--- src/design/flt_pkg.sv ---
// shared types for the fraction lowest-terms block
package flt_pkg;

   // status flag carried with each result: 1 reduced, 0 zero denominator
   typedef logic ok_flag_type;

   localparam ok_flag_type OK_REDUCED   = 1'b1;
   localparam ok_flag_type OK_REJECTED  = 1'b0;

endpackage

--- src/design/flt_req_if.sv ---
// request channel: signed numerator and denominator with valid/ready
interface flt_req_if #(
   parameter int WIDTH = 32
) ();
   logic                    valid;
   logic                    ready;
   logic signed [WIDTH-1:0] num_in;
   logic signed [WIDTH-1:0] den_in;

   modport source (output valid, output num_in, output den_in, input ready);
   modport sink   (input valid, input num_in, input den_in, output ready);
endinterface

--- src/design/flt_rsp_if.sv ---
// response channel: ok flag and reduced fraction with valid/ready
interface flt_rsp_if
   import flt_pkg::*;
#(
   parameter int WIDTH = 32
) ();
   logic                    valid;
   logic                    ready;
   ok_flag_type             ok;
   logic signed [WIDTH-1:0] num_out;
   logic signed [WIDTH-1:0] den_out;

   modport source (output valid, output ok, output num_out, output den_out, input ready);
   modport sink   (input valid, input ok, input num_out, input den_out, output ready);
endinterface

--- src/design/fraction_lowest_terms_top.sv ---
// fraction reduction to lowest terms by binary gcd and restoring division
//
//   channel    dir   handshake      payload
//   req_chan   in    valid/ready    num_in, den_in (signed, WIDTH bits)
//   rsp_chan   out   valid/ready    ok, num_out, den_out (signed, WIDTH bits)
//
// one item at a time: a zero numerator or zero denominator goes straight to
// the last step; otherwise the block strips the common twos, runs the gcd loop
// and then computes both quotients in parallel, using the single-step gcd unit
// and the bit-per-cycle divider.
// reset is synchronous and clears the sequencer and the response valid.
// a result waits in the output register while req_chan takes the next item;
// the sequencer holds in its last step until that register is free.
module fraction_lowest_terms_top
   import flt_pkg::*;
#(
   parameter int WIDTH = 32
) (
   input logic      clock,
   input logic      reset,
   flt_req_if.sink  req_chan,
   flt_rsp_if.source rsp_chan
);

   localparam int KW = $clog2(WIDTH);
   localparam int CW = $clog2(WIDTH + 1);
   localparam logic [CW-1:0] LAST_BIT = CW'(WIDTH - 1);

   typedef enum logic [2:0] {
      ST_IDLE,
      ST_PREP,
      ST_TWOS,
      ST_GCD,
      ST_DIV,
      ST_DONE
   } state_type;

   state_type          state_ff, state_in;
   logic [WIDTH-1:0]   a_ff, a_in;     // gcd operand, later numerator remainder
   logic [WIDTH-1:0]   b_ff, b_in;     // gcd operand, later denominator remainder
   logic [WIDTH-1:0]   qn_ff, qn_in;   // numerator: raw, magnitude, then quotient
   logic [WIDTH-1:0]   qd_ff, qd_in;   // denominator: raw, magnitude, then quotient
   logic [WIDTH-1:0]   g_ff, g_in;     // common divisor
   logic [KW-1:0]      k_ff, k_in;     // shared power of two
   logic [CW-1:0]      cnt_ff, cnt_in;
   logic               nneg_ff, nneg_in;
   logic               dneg_ff, dneg_in;
   ok_flag_type        ok_ff, ok_in;
   logic               rsp_valid_ff, rsp_valid_in;
   ok_flag_type        rsp_ok_ff, rsp_ok_in;
   logic [WIDTH-1:0]   rsp_num_ff, rsp_num_in;
   logic [WIDTH-1:0]   rsp_den_ff, rsp_den_in;

   // gcd step datapath: one compare and one subtract
   logic               a_gt_b;
   logic [WIDTH-1:0]   big_op, small_op, gcd_diff;
   // divider lanes
   logic [WIDTH:0]     sh_n, sh_d, dif_n, dif_d;
   // sign handling
   logic [WIDTH-1:0]   mag_n, mag_d, out_n, out_d;
   logic               out_free;

   assign a_gt_b   = a_ff > b_ff;
   assign big_op   = a_gt_b ? a_ff : b_ff;
   assign small_op = a_gt_b ? b_ff : a_ff;
   assign gcd_diff = big_op - small_op;

   assign sh_n  = {a_ff, qn_ff[WIDTH-1]};
   assign sh_d  = {b_ff, qd_ff[WIDTH-1]};
   assign dif_n = sh_n - {1'b0, g_ff};
   assign dif_d = sh_d - {1'b0, g_ff};

   assign mag_n = qn_ff[WIDTH-1] ? (WIDTH'(0) - qn_ff) : qn_ff;
   assign mag_d = qd_ff[WIDTH-1] ? (WIDTH'(0) - qd_ff) : qd_ff;
   assign out_n = nneg_ff ? (WIDTH'(0) - qn_ff) : qn_ff;
   assign out_d = dneg_ff ? (WIDTH'(0) - qd_ff) : qd_ff;

   assign out_free = !rsp_valid_ff || rsp_chan.ready;

   // sequencer next state
   always_comb begin
      state_in     = state_ff;
      a_in         = a_ff;
      b_in         = b_ff;
      qn_in        = qn_ff;
      qd_in        = qd_ff;
      g_in         = g_ff;
      k_in         = k_ff;
      cnt_in       = cnt_ff;
      nneg_in      = nneg_ff;
      dneg_in      = dneg_ff;
      ok_in        = ok_ff;
      rsp_ok_in    = rsp_ok_ff;
      rsp_num_in   = rsp_num_ff;
      rsp_den_in   = rsp_den_ff;
      rsp_valid_in = rsp_valid_ff && !rsp_chan.ready;

      unique case (state_ff)
         ST_IDLE: begin
            if (req_chan.valid) begin
               qn_in    = req_chan.num_in;
               qd_in    = req_chan.den_in;
               state_in = ST_PREP;
            end
         end
         ST_PREP: begin
            // zero denominator or zero numerator: values go out unchanged
            if (qd_ff == '0 || qn_ff == '0) begin
               ok_in    = (qd_ff == '0) ? OK_REJECTED : OK_REDUCED;
               nneg_in  = 1'b0;
               dneg_in  = 1'b0;
               state_in = ST_DONE;
            end else begin
               ok_in    = OK_REDUCED;
               nneg_in  = qn_ff[WIDTH-1];
               dneg_in  = qd_ff[WIDTH-1];
               qn_in    = mag_n;
               qd_in    = mag_d;
               a_in     = mag_n;
               b_in     = mag_d;
               k_in     = '0;
               state_in = ST_TWOS;
            end
         end
         ST_TWOS: begin
            // strip factors of two common to both
            if (!a_ff[0] && !b_ff[0]) begin
               a_in = a_ff >> 1;
               b_in = b_ff >> 1;
               k_in = k_ff + KW'(1);
            end else begin
               state_in = ST_GCD;
            end
         end
         ST_GCD: begin
            // binary gcd: shift out twos, then subtract smaller from larger
            if (b_ff == '0) begin
               g_in     = a_ff << k_ff;
               a_in     = '0;
               b_in     = '0;
               cnt_in   = '0;
               state_in = ST_DIV;
            end else if (!a_ff[0]) begin
               a_in = a_ff >> 1;
            end else if (!b_ff[0]) begin
               b_in = b_ff >> 1;
            end else begin
               a_in = small_op;
               b_in = gcd_diff;
            end
         end
         ST_DIV: begin
            // one quotient bit per cycle for both magnitudes
            if (!dif_n[WIDTH]) begin
               a_in  = dif_n[WIDTH-1:0];
               qn_in = {qn_ff[WIDTH-2:0], 1'b1};
            end else begin
               a_in  = sh_n[WIDTH-1:0];
               qn_in = {qn_ff[WIDTH-2:0], 1'b0};
            end
            if (!dif_d[WIDTH]) begin
               b_in  = dif_d[WIDTH-1:0];
               qd_in = {qd_ff[WIDTH-2:0], 1'b1};
            end else begin
               b_in  = sh_d[WIDTH-1:0];
               qd_in = {qd_ff[WIDTH-2:0], 1'b0};
            end
            cnt_in = cnt_ff + CW'(1);
            if (cnt_ff == LAST_BIT) begin
               state_in = ST_DONE;
            end
         end
         ST_DONE: begin
            // restore signs and hand off once the output register is free
            if (out_free) begin
               rsp_ok_in    = ok_ff;
               rsp_num_in   = out_n;
               rsp_den_in   = out_d;
               rsp_valid_in = 1'b1;
               state_in     = ST_IDLE;
            end
         end
         default: begin
            state_in = ST_IDLE;
         end
      endcase
   end

   // state and registered outputs
   always_ff @(posedge clock) begin
      if (reset) begin
         state_ff     <= ST_IDLE;
         rsp_valid_ff <= 1'b0;
      end else begin
         state_ff     <= state_in;
         rsp_valid_ff <= rsp_valid_in;
      end
      a_ff       <= a_in;
      b_ff       <= b_in;
      qn_ff      <= qn_in;
      qd_ff      <= qd_in;
      g_ff       <= g_in;
      k_ff       <= k_in;
      cnt_ff     <= cnt_in;
      nneg_ff    <= nneg_in;
      dneg_ff    <= dneg_in;
      ok_ff      <= ok_in;
      rsp_ok_ff  <= rsp_ok_in;
      rsp_num_ff <= rsp_num_in;
      rsp_den_ff <= rsp_den_in;
   end

   // channel drive
   assign req_chan.ready   = (state_ff == ST_IDLE);
   assign rsp_chan.valid   = rsp_valid_ff;
   assign rsp_chan.ok      = rsp_ok_ff;
   assign rsp_chan.num_out = rsp_num_ff;
   assign rsp_chan.den_out = rsp_den_ff;

endmodule
--- src/flat_wrapper.sv ---
// flat-port wrapper written by rule: the top's interface ports become plain ports
module fraction_lowest_terms_top_flat import flt_pkg::*;
#(
   parameter int WIDTH = 32
)
  (clock, reset, req_chan_valid, req_chan_num_in, req_chan_den_in, req_chan_ready, rsp_chan_valid, rsp_chan_ok, rsp_chan_num_out, rsp_chan_den_out, rsp_chan_ready);
  flt_req_if #(.WIDTH(WIDTH)) req_chan_i ();
  flt_rsp_if #(.WIDTH(WIDTH)) rsp_chan_i ();
  input logic clock;
  input logic reset;
  input wire logic [$bits(req_chan_i.valid)-1:0] req_chan_valid;
  input wire logic [$bits(req_chan_i.num_in)-1:0] req_chan_num_in;
  input wire logic [$bits(req_chan_i.den_in)-1:0] req_chan_den_in;
  output wire logic [$bits(req_chan_i.ready)-1:0] req_chan_ready;
  output wire logic [$bits(rsp_chan_i.valid)-1:0] rsp_chan_valid;
  output wire logic [$bits(rsp_chan_i.ok)-1:0] rsp_chan_ok;
  output wire logic [$bits(rsp_chan_i.num_out)-1:0] rsp_chan_num_out;
  output wire logic [$bits(rsp_chan_i.den_out)-1:0] rsp_chan_den_out;
  input wire logic [$bits(rsp_chan_i.ready)-1:0] rsp_chan_ready;
  assign req_chan_i.valid = req_chan_valid;
  assign req_chan_i.num_in = req_chan_num_in;
  assign req_chan_i.den_in = req_chan_den_in;
  assign req_chan_ready = req_chan_i.ready;
  assign rsp_chan_valid = rsp_chan_i.valid;
  assign rsp_chan_ok = rsp_chan_i.ok;
  assign rsp_chan_num_out = rsp_chan_i.num_out;
  assign rsp_chan_den_out = rsp_chan_i.den_out;
  assign rsp_chan_i.ready = rsp_chan_ready;
  fraction_lowest_terms_top #(.WIDTH(WIDTH)) u_core (.clock(clock), .reset(reset), .req_chan(req_chan_i), .rsp_chan(rsp_chan_i));
endmodule
--- config.mk ---
export PLATFORM = sky130hd
export DESIGN_NAME = fraction_lowest_terms_top_flat
export DESIGN_NICKNAME = d
export VERILOG_FILES = /design/src/design/flt_pkg.sv /design/src/design/flt_req_if.sv /design/src/design/flt_rsp_if.sv /design/src/design/fraction_lowest_terms_top.sv /design/src/flat_wrapper.sv
export SDC_FILE = /design/constraint.sdc
export NUM_CORES = 1
export LEC_CHECK = 0
export BUFFER_PORTS_ARGS = -buffer_cell sky130_fd_sc_hd__buf_2
export CAP_MARGIN = 5
export CORE_ASPECT_RATIO = 1.5
export CORE_UTILIZATION = 59
export DETAILED_ROUTE_END_ITERATION = 16
export PLACE_DENSITY = 0.88
export SLEW_MARGIN = 25
export SYNTH_ARGS = -nofsm -noshare
export SYNTH_HDL_FRONTEND = slang
export SYNTH_SLANG_ARGS = --single-unit
--- constraint.sdc ---
create_clock -name clock -period 13.9 [get_ports clock]
set_input_delay 0.695 -clock clock [delete_from_list [all_inputs] [get_ports clock]]
set_output_delay 0.695 -clock clock [all_outputs]
set_load 0.005 [all_outputs]
==> run metrics, run 1 <==
net count after synthesis 2,579; ys flop type edfxtp_1; cts repair resizes 0; critical path fanouts, max 34; Adder-Cell Fraction of Synth Area 6.45%; starting density of the core 59.8%; crit path DAT 6.59 ns; DRC 0; Syn Inst Count 2,404; Max-cap violations 0; # rows 84; Slew HR 16.9%; multi-input logic area 12,700 um^2; Worst Path Required 14.19 ns; critical path launch point type flop; Max Clock Skew 0.0224 ns; CTS sink cnt 243; area grow syn2layout 8.74%; DR WL/cell 26.0 um; Crit Path Category flop to flop; ys async rst share 0%; final net count 2,618; largest net degree at the start of global routing 66; unrepaired setup endpoints after global routing false; # fillers 2,949; Ys Warns 0; CTS H-Tree Depth 1; CTS tree done; hpwl dp 55,600 um; worst hold slack 0.361 ns; main combinational cell family by area after synthesis compound AO/OA/AOI/OAI gates; Ports 135; Final Setup Violations 0; Post-Synth XOR/XNOR Area 8.47%; Setup TNS 0 ns; commonest non-fill, non-tap cell in the layout nand2_1; Avg Cell Area, Syn 8.73 um^2; most frequent cells in the layout 315 x nand2_1, 239 x edfxtp_1, 234 x o21ai_0; final hold violations 0; status finished, final reports clean; vias 20,247; DRT iter0 DRCs 2,456; Max Freq 0.159 GHz; Hold Crit Class primary input to flop; Finished Core Util 65.0%; Compound-Gate Fraction of Synth Area 21.9%; global-route wire length before repair 114,000 um; Post-Synth Simple-Gate Area 16.4%; core box area 35,100 um^2; total grt overflow 0; layout cell share with drive strength beyond 1 11.5%; drt via density 6.89; root buffer cell clkbuf_16; die area 36,400 um^2; element type at the critical path end flop; post-synth cell types 104; Die W 156 um; number of I/O port buffers 134; largest buffer count on any clock path 3; Seq cells post-synth 243; Routed WL 76,300 um; measured slew at the worst slew-check pin 1.22 ns; multiplexer area fraction after synthesis 7.09%; DRT Pass-1 Iters 6; sequential-to-total area share from yosys stat 34.6%; latest clock arrival within the worst-skew pair 0.58 ns; Final ANT Viol Nets 0; gr usage total 41.6%; CTS buffer count 26; # hold bufs at CTS 0; Final Cycle Share 45.4%; Slew Viols, Final 0; gp weighted congestion 1.01; vias in the first global route 19,621; CTS clk-pin slew, worst paths 0.06 ns; Hold Path Depth 2; postcts setup bufs 0; Register-to-Register Path Depth 19; Reg area 7260 um^2; Mapped Area 21,000 um^2; minimum clock period 6.31 ns; number of synthesized flops with an enable pin 239; die span in y 233 um; antenna violations before repair 6
cells in the mapped netlist, drive strengths merged, types with 9 or more instances:
cell | instances | share of area, %
a211oi | 21 | 0.77
a21o | 45 | 1.6
a21oi | 173 | 4.1
a221oi | 12 | 0.56
a22oi | 70 | 2.5
a31oi | 20 | 0.60
buf | 49 | 1.3
clkbuf | 101 | 1.9
edfxtp | 239 | 34
ha | 105 | 6.3
inv | 103 | 1.8
mux2i | 115 | 5.5
mux4 | 11 | 1.2
nand2 | 316 | 5.7
nand2b | 34 | 1.1
nand3 | 39 | 0.93
nand4 | 24 | 0.77
nor2 | 147 | 2.7
nor2b | 31 | 0.92
nor3 | 27 | 0.69
nor4 | 20 | 0.63
o211ai | 9 | 0.37
o21a | 13 | 0.46
o21ai | 245 | 5.9
o21bai | 14 | 0.50
o221ai | 13 | 0.60
o22ai | 27 | 0.80
o31ai | 11 | 0.46
or2 | 12 | 0.37
or3 | 42 | 1.3
xnor2 | 119 | 5.0
xor2 | 84 | 3.5
layer usage:
metal / routed length (um) / track usage [%] / vias up
li1: - / - / 8893
met2: 36500 / 70.0 / 1428
met4: 5990 / 30.0 / 6
met1: 26100 / 47.4 / 9547
met5: 33 / 0 / -
met3: 7620 / 7.26 / 373
worst paths after layout:
check | startpoint | endpoint | slack [ns]
hold / removal | reset | u_core.state_ff[2] | 0.36
setup reg to reg | u_core.qn_ff[31] | u_core.a_ff[27] | 7.59
setup / recovery | u_core.qn_ff[31] | u_core.a_ff[27] | 7.59
hold reg to reg | u_core.ok_ff | u_core.rsp_chan.ok | 0.48
sequential cells by signal, summed over array words and instances (netlist names), 3 cells and up:
signal / flops
u_core.qn_ff: 32
u_core.k_ff: 5
u_core.qd_ff: 32
u_core.b_ff: 32
u_core.cnt_ff: 6
u_core.a_ff: 32
u_core.rsp_chan.den_out: 32
u_core.rsp_chan.num_out: 32
u_core.state_ff: 3
u_core.g_ff: 32
metrics by stage:
| stage | cell area (um^2) | setup WS [ns] | std cells |
|---|---|---|---|
| after floorplan | 21000 | 8.69 | 2404 |
| after global placement | 21900 | 7.87 | 2885 |
| after detailed placement | 21900 | 7.83 | 2885 |
| after CTS | 22800 | 7.79 | 2933 |
| after global routing | 22800 | 7.33 | 2938 |
| final | 22800 | 7.59 | 2938 |
cells by family after synthesis:
family	Yosys count
buffers and inverters	258
xor gates and xnor gates	203
DFF	243
muxes	134
and+or+nand+nor	726
adders and majority gates	107
AOI/OAI and AO/OA	733
cell type report:
type | count | share of cell area (%)
antenna | 2 | 0.0219
inverter | 106 | 1.74
clock buffer | 33 | 3.06
tap | 473 | 2.59
clock inverter | 15 | 0.926
multi-input combinational | 1903 | 55.8
sequential | 243 | 31.8
timing repair buffer | 163 | 4.04
critical path: stages, from the launching register on:
cell and delay, ns:
edfxtp_1 0.36, buf_4 0.26, inv_1 0.23, ha_1 0.23, inv_1 0.07, fa_1 0.40, a21o_1 0.18, a21o_1 0.25
a2111oi_2 0.46, o21ai_1 0.17, a211oi_2 0.54, o31ai_1 0.23, a41o_1 0.35, a2111oi_2 0.41, nor2_1 0.16, o211ai_4 0.54
buf_4 0.55, mux2_2 0.40, a21oi_1 0.14, a21oi_1 0.06
Power of run 1 is left out: the tool's default activity adds up to more than one toggle a clock period on the data nets, which glitch-free logic cannot reach.
==> inputs of run 2 (changes only) <==
==> constraint.sdc (replaced) <==
create_clock -name clock -period 6.1 [get_ports clock]
set_input_delay 0.305 -clock clock [delete_from_list [all_inputs] [get_ports clock]]
set_output_delay 0.305 -clock clock [all_outputs]
set_load 0.005 [all_outputs]
==> run 2 against run 1 <==
Against the previous run: non-clock buffer count rose by 49; highest routed layer unchanged; sequential cell count unchanged; register-to-register slack worse by 6.9 ns; first-iteration DRC count up 7.2%.
==> run metrics, run 2 (synthesis gave the netlist of run 1 again) <==
Final Setup Violations 0 (unchanged); die span in y 233 um (unchanged); measured slew at the worst slew-check pin 1.04 ns (-0.171 ns); Crit Path Category flop to flop; Routed WL 78,000 um (+2.3%); DRT Pass-1 Iters 7 (+1); vias 20,472 (+1.1%); gp weighted congestion 1.03 (+1.8%); total grt overflow 0 (unchanged); max incr delay on CP 0.56 ns (about the same); antenna violations before repair 2 (-4); Max-cap violations 0 (unchanged); Max Clock Skew 0.0188 ns (-0.00355 ns); Final ANT Viol Nets 0 (unchanged); die area 36,400 um^2 (unchanged); Hold Crit Class primary input to flop; root buffer cell clkbuf_16; Slew Viols, Final 0 (unchanged); Max Freq 0.183 GHz (+16%); gr usage total 41.9% (+0.31 points); # hold bufs at CTS 1 (+1); CTS buffer count 27 (+3.8%); critical path launch point type flop; DRT iter0 DRCs 2,632 (+7.2%); Ports 135 (unchanged); crit path DAT 5.74 ns (-0.85 ns); cts repair resizes 0 (unchanged); largest buffer count on any clock path 3 (unchanged); postcts setup bufs 0 (unchanged); minimum clock period 5.45 ns (-0.854 ns); status finished, final reports clean; CTS tree done; DR WL/cell 26.1 um (+0.63%); unrepaired setup endpoints after global routing false; CTS clk-pin slew, worst paths 0.07 ns (about the same); global-route wire length before repair 115,000 um (+0.45%); largest net degree at the start of global routing 65 (-1.5%); DRC 0 (unchanged); latest clock arrival within the worst-skew pair 0.57 ns (about the same); hpwl dp 57,600 um (+3.7%); commonest non-fill, non-tap cell in the layout nand2_1; number of I/O port buffers 134 (unchanged); most frequent cells in the layout 314 x nand2_1, 239 x edfxtp_1, 234 x o21ai_0; core box area 35,100 um^2 (unchanged); CP cell instances inv_1 -> ha_1 -> inv_1 -> fa_1 -> a21o_1 -> a21o_1 -> a2111oi_2 -> o21ai_1 -> a211oi_2 -> o31ai_1 -> a41o_1 -> a2111oi_2 -> nor2_1 -> o211ai_4 -> buf_12 -> mux2i_1 -> o21ai_0; CTS sink cnt 243 (unchanged); Setup TNS 0 ns (unchanged); Die W 156 um (unchanged); critical path fanouts, max 27 (-21%); layout cell share with drive strength beyond 1 13.1% (+1.6 points); area grow syn2layout 10.3%; starting density of the core 59.8% (unchanged); Worst Path Required 6.38 ns (-7.81 ns); Slew HR 30.3% (+13 points); element type at the critical path end flop; # rows 84 (unchanged); CTS H-Tree Depth 1 (unchanged); slowest CP cell o211ai_4; final hold violations 0 (unchanged); area of placed instances 22,200 um^2 (+1.8%); fin area 23,200 um^2 (+1.4%); drt via density 6.86 (-0.51%); Final Cycle Share 89.4% (+44 points); final net count 2,668 (+1.9%); vias in the first global route 19,689 (+0.35%)
-- run 2: cell count changes in the layout (fill, tap and decap cells not counted), sizes merged --
| cell | before | now |
|---|---|---|
| buf | 163 | 211 |
| clkbuf | 33 | 30 |
| clkinvlp | 1 | 4 |
| bufinv | 5 | 3 |
| clkinv | 11 | 12 |
| diode | 2 | 1 |
| dlygate4sd3 | 0 | 1 |
| inv | 104 | 105 |
-- run 2: path summary, 6_finish.rpt --
check | start | endpoint | slack (ns) | cells after the start
worst max-delay path | u_core.qn_ff[31] | u_core.a_ff[7] | 0.65 | 17
worst min-delay path | req_chan_den_in[1] | u_core.qd_ff[1] | 0.03 | 3
worst max register to register | u_core.qn_ff[31] | u_core.a_ff[7] | 0.65 | 17
worst min register to register | u_core.ok_ff | u_core.rsp_chan.ok | 0.47 | 0
-- run 2: per-layer routing --
| metal | part of all wire (%) | global-route usage (%) | vias to the layer above |
|---|---|---|---|
| met2 | 48 | 71.8 | 1456 |
| li1 | - | - | 8978 |
| met4 | 8.1 | 30.0 | 2 |
| met3 | 10 | 7.84 | 366 |
| met5 | 0.017 | 0 | - |
| met1 | 34 | 46.4 | 9670 |
-- run 2: worst max-delay path: cells and delay by family, from the launching register on --
| kind | cells | cell delay (ns) |
|---|---|---|
| AOI/OAI and AO/OA | 10 | 3.16 |
| adders and majority gates | 2 | 0.67 |
| buffers and inverters | 3 | 0.51 |
| DFF | 1 | 0.39 |
| muxes | 1 | 0.22 |
| and+or+nand+nor | 1 | 0.17 |
-- run 2: metrics by stage --
step | hold slack [ns] | instances | utilization, % | worst slack [ns]
2_1_floorplan | 0.374 | 2404 | - | 0.887
3_3_place_gp | 0.426 | 2934 | 63.4 | 0.952
3_5_place_dp | 0.407 | 2934 | 63.4 | 0.788
4_1_cts | 0.0164 | 2983 | 65.9 | 0.761
5_1_grt | 0.0369 | 2986 | 66.0 | 0.511
6_report | 0.0281 | 2986 | 66.0 | 0.646
-- run 2: area by class of cell --
| type | count | area [um^2] |
|---|---|---|
| clock inverters | 18 | 183 |
| inverters | 106 | 398 |
| flip-flops and latches | 243 | 7260 |
| diodes | 1 | 2.50 |
| clock buffers | 30 | 687 |
| fillers | 2823 | 12000 |
| multi-input cells | 1903 | 12700 |
| well taps | 473 | 592 |
| repair buffers | 212 | 1300 |
Power of run 2 is left out for the same reason.
